File: config.mk
export PLATFORM = sky130hd
export DESIGN_NAME = float32_float16_converter_flat
export DESIGN_NICKNAME = d
export VERILOG_FILES = /design/src/f32f16_pkg.sv /design/src/f32f16_if.sv /design/src/f32f16_core.sv /design/src/float32_float16_converter.sv /design/src/flat_wrapper.sv
export SDC_FILE = /design/constraint.sdc
export NUM_CORES = 1
export LEC_CHECK = 0
export BUFFER_PORTS_ARGS = -buffer_cell sky130_fd_sc_hd__buf_4
export CORE_ASPECT_RATIO = 1.25
export CORE_UTILIZATION = 30
export DETAILED_ROUTE_END_ITERATION = 6
export HOLD_SLACK_MARGIN = 0.08
export PLACE_DENSITY = 0.55
export REMOVE_ABC_BUFFERS = 1
export SETUP_SLACK_MARGIN = 0.5
export SKIP_LAST_GASP = 1
export SYNTH_ARGS = -nofsm -noshare
export SYNTH_HDL_FRONTEND = slang
export SYNTH_SLANG_ARGS = --single-unit
File: constraint.sdc
create_clock -name clk_i -period 15.5 [get_ports clk_i]
set_clock_uncertainty 0.2 [all_clocks]
set_input_delay 3.875 -clock clk_i [delete_from_list [all_inputs] [get_ports clk_i]]
set_output_delay 3.875 -clock clk_i [all_outputs]
set_load 0.05 [all_outputs]
File: src/f32f16_pkg.sv
package f32f16_pkg;

  localparam int unsigned WordW = 32;
  localparam int unsigned HalfW = 16;

  typedef enum logic {
    FUNC_S2H = 1'b0,
    FUNC_H2S = 1'b1
  } func_e;

  typedef struct packed {
    logic [0:0]       func;
    logic [WordW-1:0] value;
  } in_t;

  typedef struct packed {
    logic [WordW-1:0] result_bits;
  } out_t;

  localparam logic [WordW-1:0] Sign32    = 32'h8000_0000;
  localparam logic [WordW-1:0] Inf32     = 32'h7F80_0000;
  localparam logic [WordW-1:0] KeepMask  = 32'hFFFF_F000;
  localparam logic [WordW-1:0] HalfInfAt = 32'h0F80_0000;
  localparam logic [HalfW-1:0] HalfNan   = 16'h7FFF;
  localparam logic [HalfW-1:0] HalfInf   = 16'h7C00;

endpackage

File: src/f32f16_if.sv
interface f32f16_in_if;
  logic               valid;
  logic               ready;
  f32f16_pkg::in_t    data;
  modport source (output valid, output data, input ready);
  modport sink (input valid, input data, output ready);
endinterface

interface f32f16_out_if;
  logic               valid;
  logic               ready;
  f32f16_pkg::out_t   data;
  modport source (output valid, output data, input ready);
  modport sink (input valid, input data, output ready);
endinterface

File: src/f32f16_core.sv
module f32f16_core (
  input  logic [0:0]  func_i,
  input  logic [31:0] value_i,
  output logic [31:0] result_o
);

  logic [31:0] sign, mag, kept, scaled, t, m, k, rem, halfway, h2s;
  logic [7:0]  e;
  logic [7:0]  shift;
  logic [15:0] half;
  logic [4:0]  he;
  logic [9:0]  hf;
  logic [3:0]  p;
  logic [31:0] fsh;

  // Single to half: scale by 2^-112 with round to nearest even, then round ties away from zero.
  always_comb begin
    sign    = value_i & f32f16_pkg::Sign32;
    mag     = value_i ^ sign;
    kept    = mag & f32f16_pkg::KeepMask;
    e       = kept[30:23];
    m       = {9'd0, kept[22:0]};
    scaled  = '0;
    shift   = '0;
    k       = '0;
    rem     = '0;
    halfway = '0;
    if (e >= 8'd113) begin
      scaled = kept - (32'd112 << 23);
    end else begin
      if (e != 8'd0) begin
        m[23] = 1'b1;
        shift = 8'd113 - e;
      end else begin
        shift = 8'd112;
      end
      if (shift < 8'd25) begin
        k       = m >> shift[4:0];
        rem     = m & ((32'd1 << shift[4:0]) - 32'd1);
        halfway = 32'd1 << (shift[4:0] - 5'd1);
        if (rem > halfway || (rem == halfway && k[0])) begin
          scaled = k + 32'd1;
        end else begin
          scaled = k;
        end
      end
    end
    t = scaled + 32'h1000;
    if (t > f32f16_pkg::HalfInfAt) begin
      t = f32f16_pkg::HalfInfAt;
    end
    if (mag > f32f16_pkg::Inf32) begin
      half = f32f16_pkg::HalfNan;
    end else if (mag == f32f16_pkg::Inf32) begin
      half = f32f16_pkg::HalfInf;
    end else begin
      half = t[28:13];
    end
    half[15] = half[15] | sign[31];
  end

  // Half to single is exact; subnormals normalize by a leading-one search.
  always_comb begin
    he  = value_i[14:10];
    hf  = value_i[9:0];
    p   = '0;
    for (int i = 0; i < 10; i++) begin
      if (hf[i]) p = 4'(i);
    end
    fsh = {22'd0, hf} << (5'd23 - {1'b0, p});
    if (he == 5'd31) begin
      h2s = f32f16_pkg::Inf32 | ({22'd0, hf} << 13);
    end else if (he != 5'd0) begin
      h2s = {1'b0, 8'({3'd0, he} + 8'd112), hf, 13'd0};
    end else if (hf == 10'd0) begin
      h2s = '0;
    end else begin
      h2s = {1'b0, 8'({4'd0, p} + 8'd103), fsh[22:0]};
    end
    h2s[31] = value_i[15];
  end

  assign result_o = (func_i == f32f16_pkg::FUNC_H2S) ? h2s : {16'd0, half};

endmodule

File: src/float32_float16_converter.sv
// Each accepted input word passes the input register, then the result register.
// Throughput: one word per cycle; input and result registers form a two-stage
// pipeline that advances whenever its result register is free or being read.
// Reset: rst_ni is asynchronous and active low; it clears both valid flags,
// while payload registers are left unreset.
module float32_float16_converter (
  input logic         clk_i,
  input logic         rst_ni,
  f32f16_in_if.sink   in_i,
  f32f16_out_if.source out_o
);

  // Input stage register.
  logic                 in_vld_q;
  f32f16_pkg::in_t      in_q;
  // Result stage register.
  logic                 out_vld_q;
  logic [31:0]          res_q;
  logic [31:0]          res_d;
  logic                 adv_out;
  logic                 adv_in;

  // The result register loads when empty or when its word is taken; the
  // input register then moves on, so a full pipeline still takes a word
  // every cycle while the downstream side keeps reading.
  assign adv_out    = !out_vld_q || out_o.ready;
  assign adv_in     = !in_vld_q || adv_out;
  assign in_i.ready = adv_in;

  f32f16_core u_core (
    .func_i   (in_q.func),
    .value_i  (in_q.value),
    .result_o (res_d)
  );

  always_ff @(posedge clk_i or negedge rst_ni) begin
    if (!rst_ni) begin
      in_vld_q  <= 1'b0;
      out_vld_q <= 1'b0;
    end else begin
      if (adv_in) in_vld_q <= in_i.valid;
      if (adv_out) out_vld_q <= in_vld_q;
    end
  end

  always_ff @(posedge clk_i) begin
    if (adv_in && in_i.valid) in_q <= in_i.data;
    if (adv_out && in_vld_q) res_q <= res_d;
  end

  assign out_o.valid            = out_vld_q;
  assign out_o.data.result_bits = res_q;

endmodule

File: src/flat_wrapper.sv
// flat-port wrapper written by rule: the top's interface ports become plain ports
module float32_float16_converter_flat 
  (clk_i, rst_ni, in_i_valid, in_i_data, in_i_ready, out_o_valid, out_o_data, out_o_ready);
  f32f16_in_if in_i_i ();
  f32f16_out_if out_o_i ();
  input logic clk_i;
  input logic rst_ni;
  input wire logic [$bits(in_i_i.valid)-1:0] in_i_valid;
  input wire logic [$bits(in_i_i.data)-1:0] in_i_data;
  output wire logic [$bits(in_i_i.ready)-1:0] in_i_ready;
  output wire logic [$bits(out_o_i.valid)-1:0] out_o_valid;
  output wire logic [$bits(out_o_i.data)-1:0] out_o_data;
  input wire logic [$bits(out_o_i.ready)-1:0] out_o_ready;
  assign in_i_i.valid = in_i_valid;
  assign in_i_i.data = in_i_data;
  assign in_i_ready = in_i_i.ready;
  assign out_o_valid = out_o_i.valid;
  assign out_o_data = out_o_i.data;
  assign out_o_i.ready = out_o_ready;
  float32_float16_converter u_core (.clk_i(clk_i), .rst_ni(rst_ni), .in_i(in_i_i), .out_o(out_o_i));
endmodule
## Yosys cells after proc, flatten, opt, wreduce, memory -nomap -nowiden

Index checks and enable logic that the tools add are counted.

| cells by class | value |
|---|---|
| reductions and logical operators | 11 |
| shift-type cells | 4 |
| add/sub/neg operators | 9 |
| muxes and demuxes | 23 |
| $lt $le $gt $ge | 5 |
| equal/unequal tests | 3 |
| bitwise gates (word level) | 3 |

Operators by type and width:

| kind | count |
|---|---|
| $mux 32 | 3 |
| $mux 31 | 3 |
| $shl 1x5->32 const A | 2 |
| $mux 16 | 3 |
| $add 32x1->32 const B | 1 |
| $add 32x13->32 const B | 1 |
| $and 24x32->32 | 1 |
| $eq 32x31->1 const B | 1 |
| $eq 32x32->1 | 1 |
| $gt 32x28->1 const B | 1 |
| $gt 32x31->1 const B | 1 |
| $gt 32x32->1 | 1 |
| $mux 4 | 8 |
| $shr 24x5->32 | 1 |
| $sub 32x1->32 const B | 1 |
| $sub 32x30->32 const B | 1 |
| $xor 32x32->32 | 1 |
| $mux 29 | 1 |
| $shl 10x5->23 | 1 |
| $mux 8 | 2 |
| $logic_not 10->1 | 1 |
| $add 4x7->8 const B | 1 |
| $add 5x7->8 const B | 1 |
| $ge 8x7->1 const B | 1 |
| 12 further kinds | 19 |

| word-level totals | value |
|---|---|
| bits of input ports | 37 |
| register bits after elaboration | 67 |
| word-level logic and storage cells | 64 |

## Longest topological paths before layout

Gate-level depths: netlist of the first run.

| logic depth | value |
|---|---|
| word-level depth | 20 |
| gate-level depth with buffers | 31 |
| depth with buffers taken out | 28 |

## Cells and area by module

From an unflattened synthesis of the first run, not the netlist that was laid out.

| unflattened totals | value |
|---|---|
| cells, all modules | 753 |
| area total of the unflattened synthesis | 6,513.7 sq um |

Modules (own cells, without submodules):

| module | instances | sequential area each (sq um) | cells an instance | area each (sq um) |
|---|---|---|---|---|
| f32f16_core | 1 | 0.0 | 680 | 4,458.0 |
| float32_float16_converter | 1 | 2,001.9 | 73 | 2,055.7 |

## Worst setup path before layout of the first run

OpenSTA, ideal clock, no wires.

| timing | value |
|---|---|
| path kind | input to output |
| start point | input out_o_ready |
| end point | output in_i_ready |
| setup slack | 7.067 ns |
| arrival | 4.358 ns |
| stages | 1 |
| data required time | 11.425 ns |
| cells stage by stage | nand3b_1 |

| on the way | value |
|---|---|
| longest elaborated chain between the ends | 2 |

RTL lines:

| item | RTL line | source |
|---|---|---|
| start, declared | flat_wrapper.sv:13 | `input wire logic [$bits(out_o_i.ready)-1:0] out_o_ready;` |
| $logic_or 1x1->1 | float32_float16_converter.sv:26 | `assign adv_out = !out_vld_q \|\| out_o.ready;` |
| $logic_or 1x1->1 | float32_float16_converter.sv:27 | `assign adv_in = !in_vld_q \|\| adv_out;` |
| end, declared | flat_wrapper.sv:10 | `output wire logic [$bits(in_i_i.ready)-1:0] in_i_ready;` |

Every way passes these cells.

## Worst setup path in the final report of the first run

| timing | value |
|---|---|
| start point | register u_core.in_q[24] in the netlist's numbering |
| end point | register u_core.res_q[1] (netlist: u_core.out_o.data[1]), data pin |

| on the way | value |
|---|---|
| longest elaborated chain between the ends | 19 |

RTL lines:

| item | RTL line | source |
|---|---|---|
| start, declared | float32_float16_converter.sv:15 | `f32f16_pkg::in_t in_q;` |
| start signal, assigned | float32_float16_converter.sv:47 | `if (adv_in && in_i.valid) in_q <= in_i.data;` |
| $xor 32x32->32 (*) | f32f16_core.sv:19 | `mag = value_i ^ sign;` |
| branches (longest 16 deep; another with $sub 32x1->32) | n/a |  |
| $mux 16 (*) | f32f16_core.sv:52 | `if (mag > f32f16_pkg::Inf32) begin` |
| $mux 16 (*) | f32f16_core.sv:83 | `assign result_o = (func_i == f32f16_pkg::FUNC_H2S) ? h2s : {16'd0, half};` |
| named net u_core.res_d[1] | float32_float16_converter.sv:19 | `logic [31:0] res_d;` |
| end signal, assigned | float32_float16_converter.sv:48 | `if (adv_out && in_vld_q) res_q <= res_d;` |
| end, declared | float32_float16_converter.sv:18 | `logic [31:0] res_q;` |

Mark *: on every way through the listed nets, which the timed path passes. The select of a mux whose other input is x is not followed.
A chain may end at the register's enable or synchronous reset.

==> results of run 1 <==
==> metal layers <==
| metal | vias to the layer above | GRT usage | wire length, microns |
|---|---|---|---|
| li1 | 2897 | - | - |
| met3 | 84 | 0.0394 | 1260 |
| met4 | 0 | 0.128 | 1260 |
| met5 | - | 0 | 0 |
| met2 | 269 | 0.320 | 9560 |
| met1 | 2879 | 0.251 | 8690 |
==> metrics by stage <==
stage	std cells	hold slack [ps]	area [sq um]
floorplan	677	249	5900
CTS	1038	289	7150
global route	1038	321	7150
finish	1038	283	7150
detailed placement	1022	273	6840
global placement	1022	274	6840
==> worst paths after layout <==
path	end	startpoint	cells past startpoint
setup / recovery	u_core.out_o.data[1]$_DFFE_PP_	u_core.in_q[24]$_DFFE_PP_	27
hold / removal	u_core.out_o.valid$_DFFE_PN0P_	u_core.in_vld_q$_DFFE_PN0N_	1
setup reg to reg	u_core.out_o.data[1]$_DFFE_PP_	u_core.in_q[24]$_DFFE_PP_	27
hold reg to reg	u_core.out_o.valid$_DFFE_PN0P_	u_core.in_vld_q$_DFFE_PN0N_	1
max in group asynchronous	u_core.out_o.valid$_DFFE_PN0P_	rst_ni	1
min in group asynchronous	u_core.in_vld_q$_DFFE_PN0N_	rst_ni	1
==> flip-flops by register name, summed over array words and instances, names as in the netlist <==
name	flops
u_core.in_q	33
u_core.out_o.data	31
u_core.out_o.valid	1
u_core.in_vld_q	1
==> cells by family after synthesis <==
group           count (synthesis)  share of synthesized area
simple gates                  293                      0.248
compound gates                238                      0.287
buf+inv                        66                     0.0436
flops                          66                      0.324
xor+xnor                       21                     0.0303
fa+ha+maj                      21                     0.0432
mux                            14                     0.0235
==> critical path: stages, from the launching register on <==
cell and delay [ps]:
edfxtp_1 310, buf_4 390, clkinv_1 630, ha_1 850, or3b_1 310, nor3_1 80, a211oi_1 600, or2_2 280
and3_1 230, nand3_1 100, ha_1 320, a21o_1 160, a21o_1 170, a21o_1 180, a2111o_1 450, o32ai_1 230
nor3_2 180, and2_1 210, o21a_1 200, nand2b_1 90, ha_1 220, nand4b_1 340, nor4_2 500, mux2i_1 230
o22ai_1 110, nor2_2 310, o31ai_4 200, o41ai_1 400
==> synthesized netlist by cell type, types with 4 or more instances <==
cell type,count,share of area
a22oi_1,7,0.0086
clkbuf_1,28,0.017
nor4_1,8,0.0082
mux2i_1,12,0.020
a21oi_1,39,0.032
o21ai_1,5,0.0041
a22o_1,7,0.010
or3_1,6,0.0062
and2_1,9,0.0093
o21ai_0,35,0.029
edfxtp_1,64,0.32
o41ai_1,6,0.0086
o31ai_1,15,0.019
a31oi_1,6,0.0062
a211oi_1,17,0.021
nand4_1,11,0.011
a311oi_1,4,0.0058
buf_1,4,0.0025
or2_2,4,0.0041
o21a_1,8,0.0099
o211a_1,4,0.0066
o211ai_1,11,0.014
nor2b_1,13,0.013
xor2_1,6,0.0086
o22ai_1,11,0.011
inv_1,19,0.012
nand2_1,79,0.049
nor3b_1,5,0.0062
and3_1,7,0.0072
nand2b_1,12,0.012
nand3_1,44,0.036
buf_2,8,0.0066
nor3_1,14,0.012
nor2_1,54,0.033
ha_1,21,0.043
xnor2_1,15,0.022
a221oi_1,5,0.0072
a21o_1,6,0.0074
clkinv_1,4,0.0025
==> power by group <==
group | internal, mW | switching (mW)
Clock | 0.140 | 0.0737
Combinational | 0.0746 | 0.145
Sequential | 0.213 | 0.0146
Total | 0.428 | 0.233
==> final cells by class <==
cell class | instances | area share
multi-input cells | 587 | 0.537
flip-flops and latches | 66 | 0.276
repair buffers | 80 | 0.0839
well taps | 265 | 0.0463
clock buffers | 9 | 0.0315
clock inverters | 7 | 0.0131
inverters | 24 | 0.0126
==> metrics.txt, run 1 <==
status finished clean; Setup-failing EPs final 0; dominant synthesized flop cell edfxtp_1; ys async rst share 0.0303; Synth Register Bits 66; Final ANT Viol Nets 0; clock sink count 66; Cell Pwr Density 92.4 mW/mm^2; All-Layer GR Usage 0.202; synthesized cell area 0.00608 sq mm; Hold Crit Class flop to flop; setup total negative slack 0 ps; # Post-CTS Setup Buffers 0; CTS root buf clkbuf_16; Max FO, Critical Path 41; critical path type flop to flop; hold buffers post-CTS 0; Layout area overhead 17.7%; worst skew pair latency 340 ps; layout cells sized above 1 0.154; Final Hold Vio Count 0; Routed WL 20800 microns; Core Rows 57; static leakage 2.61 nW; Core Footprint 0.0196 sq mm; PostCTS Resize Cnt 0; Tmin final 8740 ps; die width 129 microns; register area 0.00197 sq mm; final core occ 0.365; Final WS setup 6760 ps; IO Count 71; data arrival time of the critical path 8660 ps; flop2flop setup slack 6760 ps; n_diodes 0; Gate Count Post-Synth 719; WP data required 15420 ps; CTS H-tree lvls 3; Max-Slew Margin vs Limit 0.311; nets 826; Pre-antenna DRT Iters 5; area of the multi-input gates 0.00384 sq mm; MaxCap Viol Count 0; sequential-to-total area share from yosys stat 0.324; clock-pin slew on the worst setup and hold paths 50 ps; f_max 114 MHz; slew of the pin with the lowest slew margin 1020 ps; largest net degree at the start of global routing 42; Syn Area/Cell 8.45 sq um; wire per inst 20.0 microns; HPWL Detailed 15700 microns; vias in the first global route 5897; CTS max path bufs 2; antenna violations before repair 0; dpl ws 6940 ps; commonest non-fill, non-tap cell in the layout buf_4; Tot Pwr 661 uW; max-slew violations 0; GPL Wtd Cong 1.01; synth warn 0; Peak VDD IR 0.0000616 V; number of flops mapped to enable cells by yosys 64; CTS tree done; first-pass GRT wire length 32300 microns; period utilisation layout 0.564; total global routing overflow 0; Distinct cells, synth 89; # fillers 2025; detailed-route via count 6129; initial core utilization 0.310; DRT iter0 DRCs 620; Die ar. 0.0208 sq mm; Die Y 161 microns; DR vias/cell 5.90; total CTS buffers 9; Post-route DRC 0; crit start category flop; Setup crit end kind flop; I/O Buffers 70; RSZ-0062 raised after global routing false; most frequent cells in the layout buf_4 (80), nand2_1 (79), edfxtp_1 (64), nor2_1 (54), nand3_1 (44)
Power figures use the tool's default switching activity.
==> inputs of run 2 (changes only) <==
Settings changed: ABC_AREA from default to 1.
Clock period 15.5 ns to 8.5 ns, I/O delays scaled along.
==> run 2 against run 1 <==
  * Clock-buffer cell count unchanged
  * Synthesized cell count grew 21%
  * Worst hold slack improved by 34 ps
  * Sequential cell count did not move
  * Critical path depth grew 4
  * First-iteration DRC count down 4.7%
  * Total power up 87%
  * Non-clock buffer count shrank 9
  * Worst setup slack got worse by 4900 ps
  * Utilization fell by 0.63 points
  * Largest cell class unchanged
==> metrics.txt, run 2 <==
status finished clean; nets 983 (+19%); layout cells sized above 1 0.180 (+0.0256); Core Rows 57 (unchanged); total CTS buffers 9 (unchanged); critical path's slowest cell edfxtp_1; most frequent cells in the layout nand2_1 (208), nand3_1 (146), inv_1 (93), nor2_1 (73), buf_4 (71); largest net degree at the start of global routing 34 (-19%); max incr delay on CP 880 ps (+30 ps); f_max 150 MHz (+31%); HPWL Detailed 14700 microns (-6.7%); DR vias/cell 5.11 (-14%); area share of the largest cell type after synthesis 0.316 (-0.000520); Tmin final 6680 ps (-2060 ps); WP data required 8390 ps (-7030 ps); Synth Register Bits 66 (unchanged); Cell Pwr Density 175 mW/mm^2 (+89%); worst skew pair latency 330 ps (about the same); Hold Slack 317 ps (+34.0 ps); PostCTS Resize Cnt 0 (unchanged); RSZ-0062 raised after global routing false; Tot Pwr 1.23 mW (+87%); max reg flops 33 (unchanged); wire per inst 15.7 microns (-22%); # Post-CTS Setup Buffers 0 (unchanged); synth warn 0 (unchanged); Synth area leaders edfxtp_1 (32%), nand2_1 (13%), nand3_1 (12%); Final ANT Viol Nets 0 (unchanged); IO Count 71 (unchanged); cell taking the most area after synthesis edfxtp_1; Layout area overhead 15.9%; clock-pin slew on the worst setup and hold paths 60 ps (about the same); clock sink count 66 (unchanged); hold buffers post-CTS 0 (unchanged); period utilisation layout 0.785 (+0.222); Routed WL 18800 microns (-9.6%); count leader, synth nand2_1; Distinct cells, synth 56 (-37%); commonest non-fill, non-tap cell in the layout nand2_1; I/O Buffers 70 (unchanged); critical path type flop to flop; number of flops mapped to enable cells by yosys 64 (unchanged); dominant synthesized flop cell edfxtp_1; first-pass GRT wire length 29900 microns (-7.3%); Syn Area/Cell 7.00 sq um (-17%); All-Layer GR Usage 0.185 (-0.0178); data arrival time of the critical path 6560 ps (-2100 ps); Setup-failing EPs final 0 (unchanged); setup total negative slack 0 ps (unchanged); Die Y 161 microns (about the same); sequential-to-total area share from yosys stat 0.324 (-0.000533); Post-synth top cells nand2_1 (208), nand3_1 (146), inv_1 (93); Pre-antenna DRT Iters 6 (+1); antenna violations before repair 0 (unchanged); CTS max path bufs 2 (unchanged); Setup crit end kind flop; die width 129 microns (about the same); static leakage 3.08 nW (+18%); CTS root buf clkbuf_16; MaxCap Viol Count 0 (unchanged); Peak VDD IR 0.000109 V (+77%); CTS H-tree lvls 3 (unchanged); n_diodes 0 (unchanged); Hold Crit Class flop to flop; detailed-route via count 6101 (-0.46%); Core Footprint 0.0197 sq mm (+0.36%); synthesized cell area 0.00609 sq mm (+0.16%); Final Hold Vio Count 0 (unchanged); final core occ 0.359 (-0.00628); slew of the pin with the lowest slew margin 1050 ps (+33.7 ps); initial core utilization 0.309 (-0.000614); ys async rst share 0.0303 (unchanged); Max-Slew Margin vs Limit 0.296 (-0.0151); Max FO, Critical Path 23 (-44%); Gate Count Post-Synth 870 (+21%); vias in the first global route 5809 (-1.5%); Post-route DRC 0 (unchanged); crit start category flop; Die ar. 0.0209 sq mm (+0.16%); DRT iter0 DRCs 591 (-4.7%); GPL Wtd Cong 0.925 (-8.3%); CTS tree done; most flop-heavy register u_core.in_q; total global routing overflow 0 (unchanged); max-slew violations 0 (unchanged)
[run 2: per-stage QoR]
step | setup WS [ps] | instances | instance area (sq um)
2_1_floorplan | 2910 | 843 | 5910
3_3_place_gp | 2060 | 1179 | 6790
3_5_place_dp | 1920 | 1179 | 6790
4_1_cts | 1870 | 1195 | 7060
5_1_grt | 1310 | 1195 | 7060
6_report | 1820 | 1195 | 7060
[run 2: cell families after synthesis]
logic type | Yosys count | share of synthesized area
XOR/XNOR | 10 | 0.0144
adder cells (fa/ha/maj) | 21 | 0.0432
AO/OA/AOI/OAI | 107 | 0.107
flip-flops | 66 | 0.324
buffers and inverters | 140 | 0.100
AND/OR/NAND/NOR | 526 | 0.412
[run 2: power by group]
| part | internal (mW) | total, mW | switching (mW) | leakage [nW] |
|---|---|---|---|---|
| combinational | 0.139 | 0.473 | 0.334 | 2.31 |
| clock | 0.196 | 0.340 | 0.144 | 0.125 |
| sequential | 0.396 | 0.420 | 0.0239 | 0.643 |
[run 2: final cells by class]
type | instances | area, sq um
clock inverters | 7 | 45.0
repair buffers | 71 | 533
fillers | 2168 | 12600
clock buffers | 9 | 225
well taps | 265 | 332
inverters | 113 | 432
flip-flops and latches | 66 | 1970
multi-input cells | 664 | 3520
[run 2: routing by layer]
layer,track usage,routed length (microns)
met3,0.0238,757
met4,0.0904,726
met1,0.227,8040
met2,0.315,9240
met5,0,0
[run 2: path summary, 6_finish.rpt]
kind / startpoint / to / slack [ps] / cells past startpoint
min in group asynchronous: rst_ni / u_core.out_o.valid$_DFFE_PN0P_ / 1370 / 1
worst min register to register: u_core.in_vld_q$_DFFE_PN0N_ / u_core.out_o.valid$_DFFE_PN0P_ / 320 / 2
worst max register to register: u_core.in_q[24]$_DFFE_PP_ / u_core.out_o.data[11]$_DFFE_PP_ / 1820 / 31
max in group asynchronous: rst_ni / u_core.in_vld_q$_DFFE_PN0N_ / 6650 / 1
worst min-delay path: u_core.in_vld_q$_DFFE_PN0N_ / u_core.out_o.valid$_DFFE_PN0P_ / 320 / 2
worst max-delay path: u_core.in_q[24]$_DFFE_PP_ / u_core.out_o.data[11]$_DFFE_PP_ / 1820 / 31
[run 2: worst max-delay path, delay by kind of cell (launching register included)]
kind / cells / cell delay (ps)
AO/OA/AOI/OAI: 1 / 210
XOR/XNOR: 1 / 150
adder cells (fa/ha/maj): 4 / 1400
buffers and inverters: 6 / 770
flip-flops: 1 / 880
AND/OR/NAND/NOR: 19 / 2800
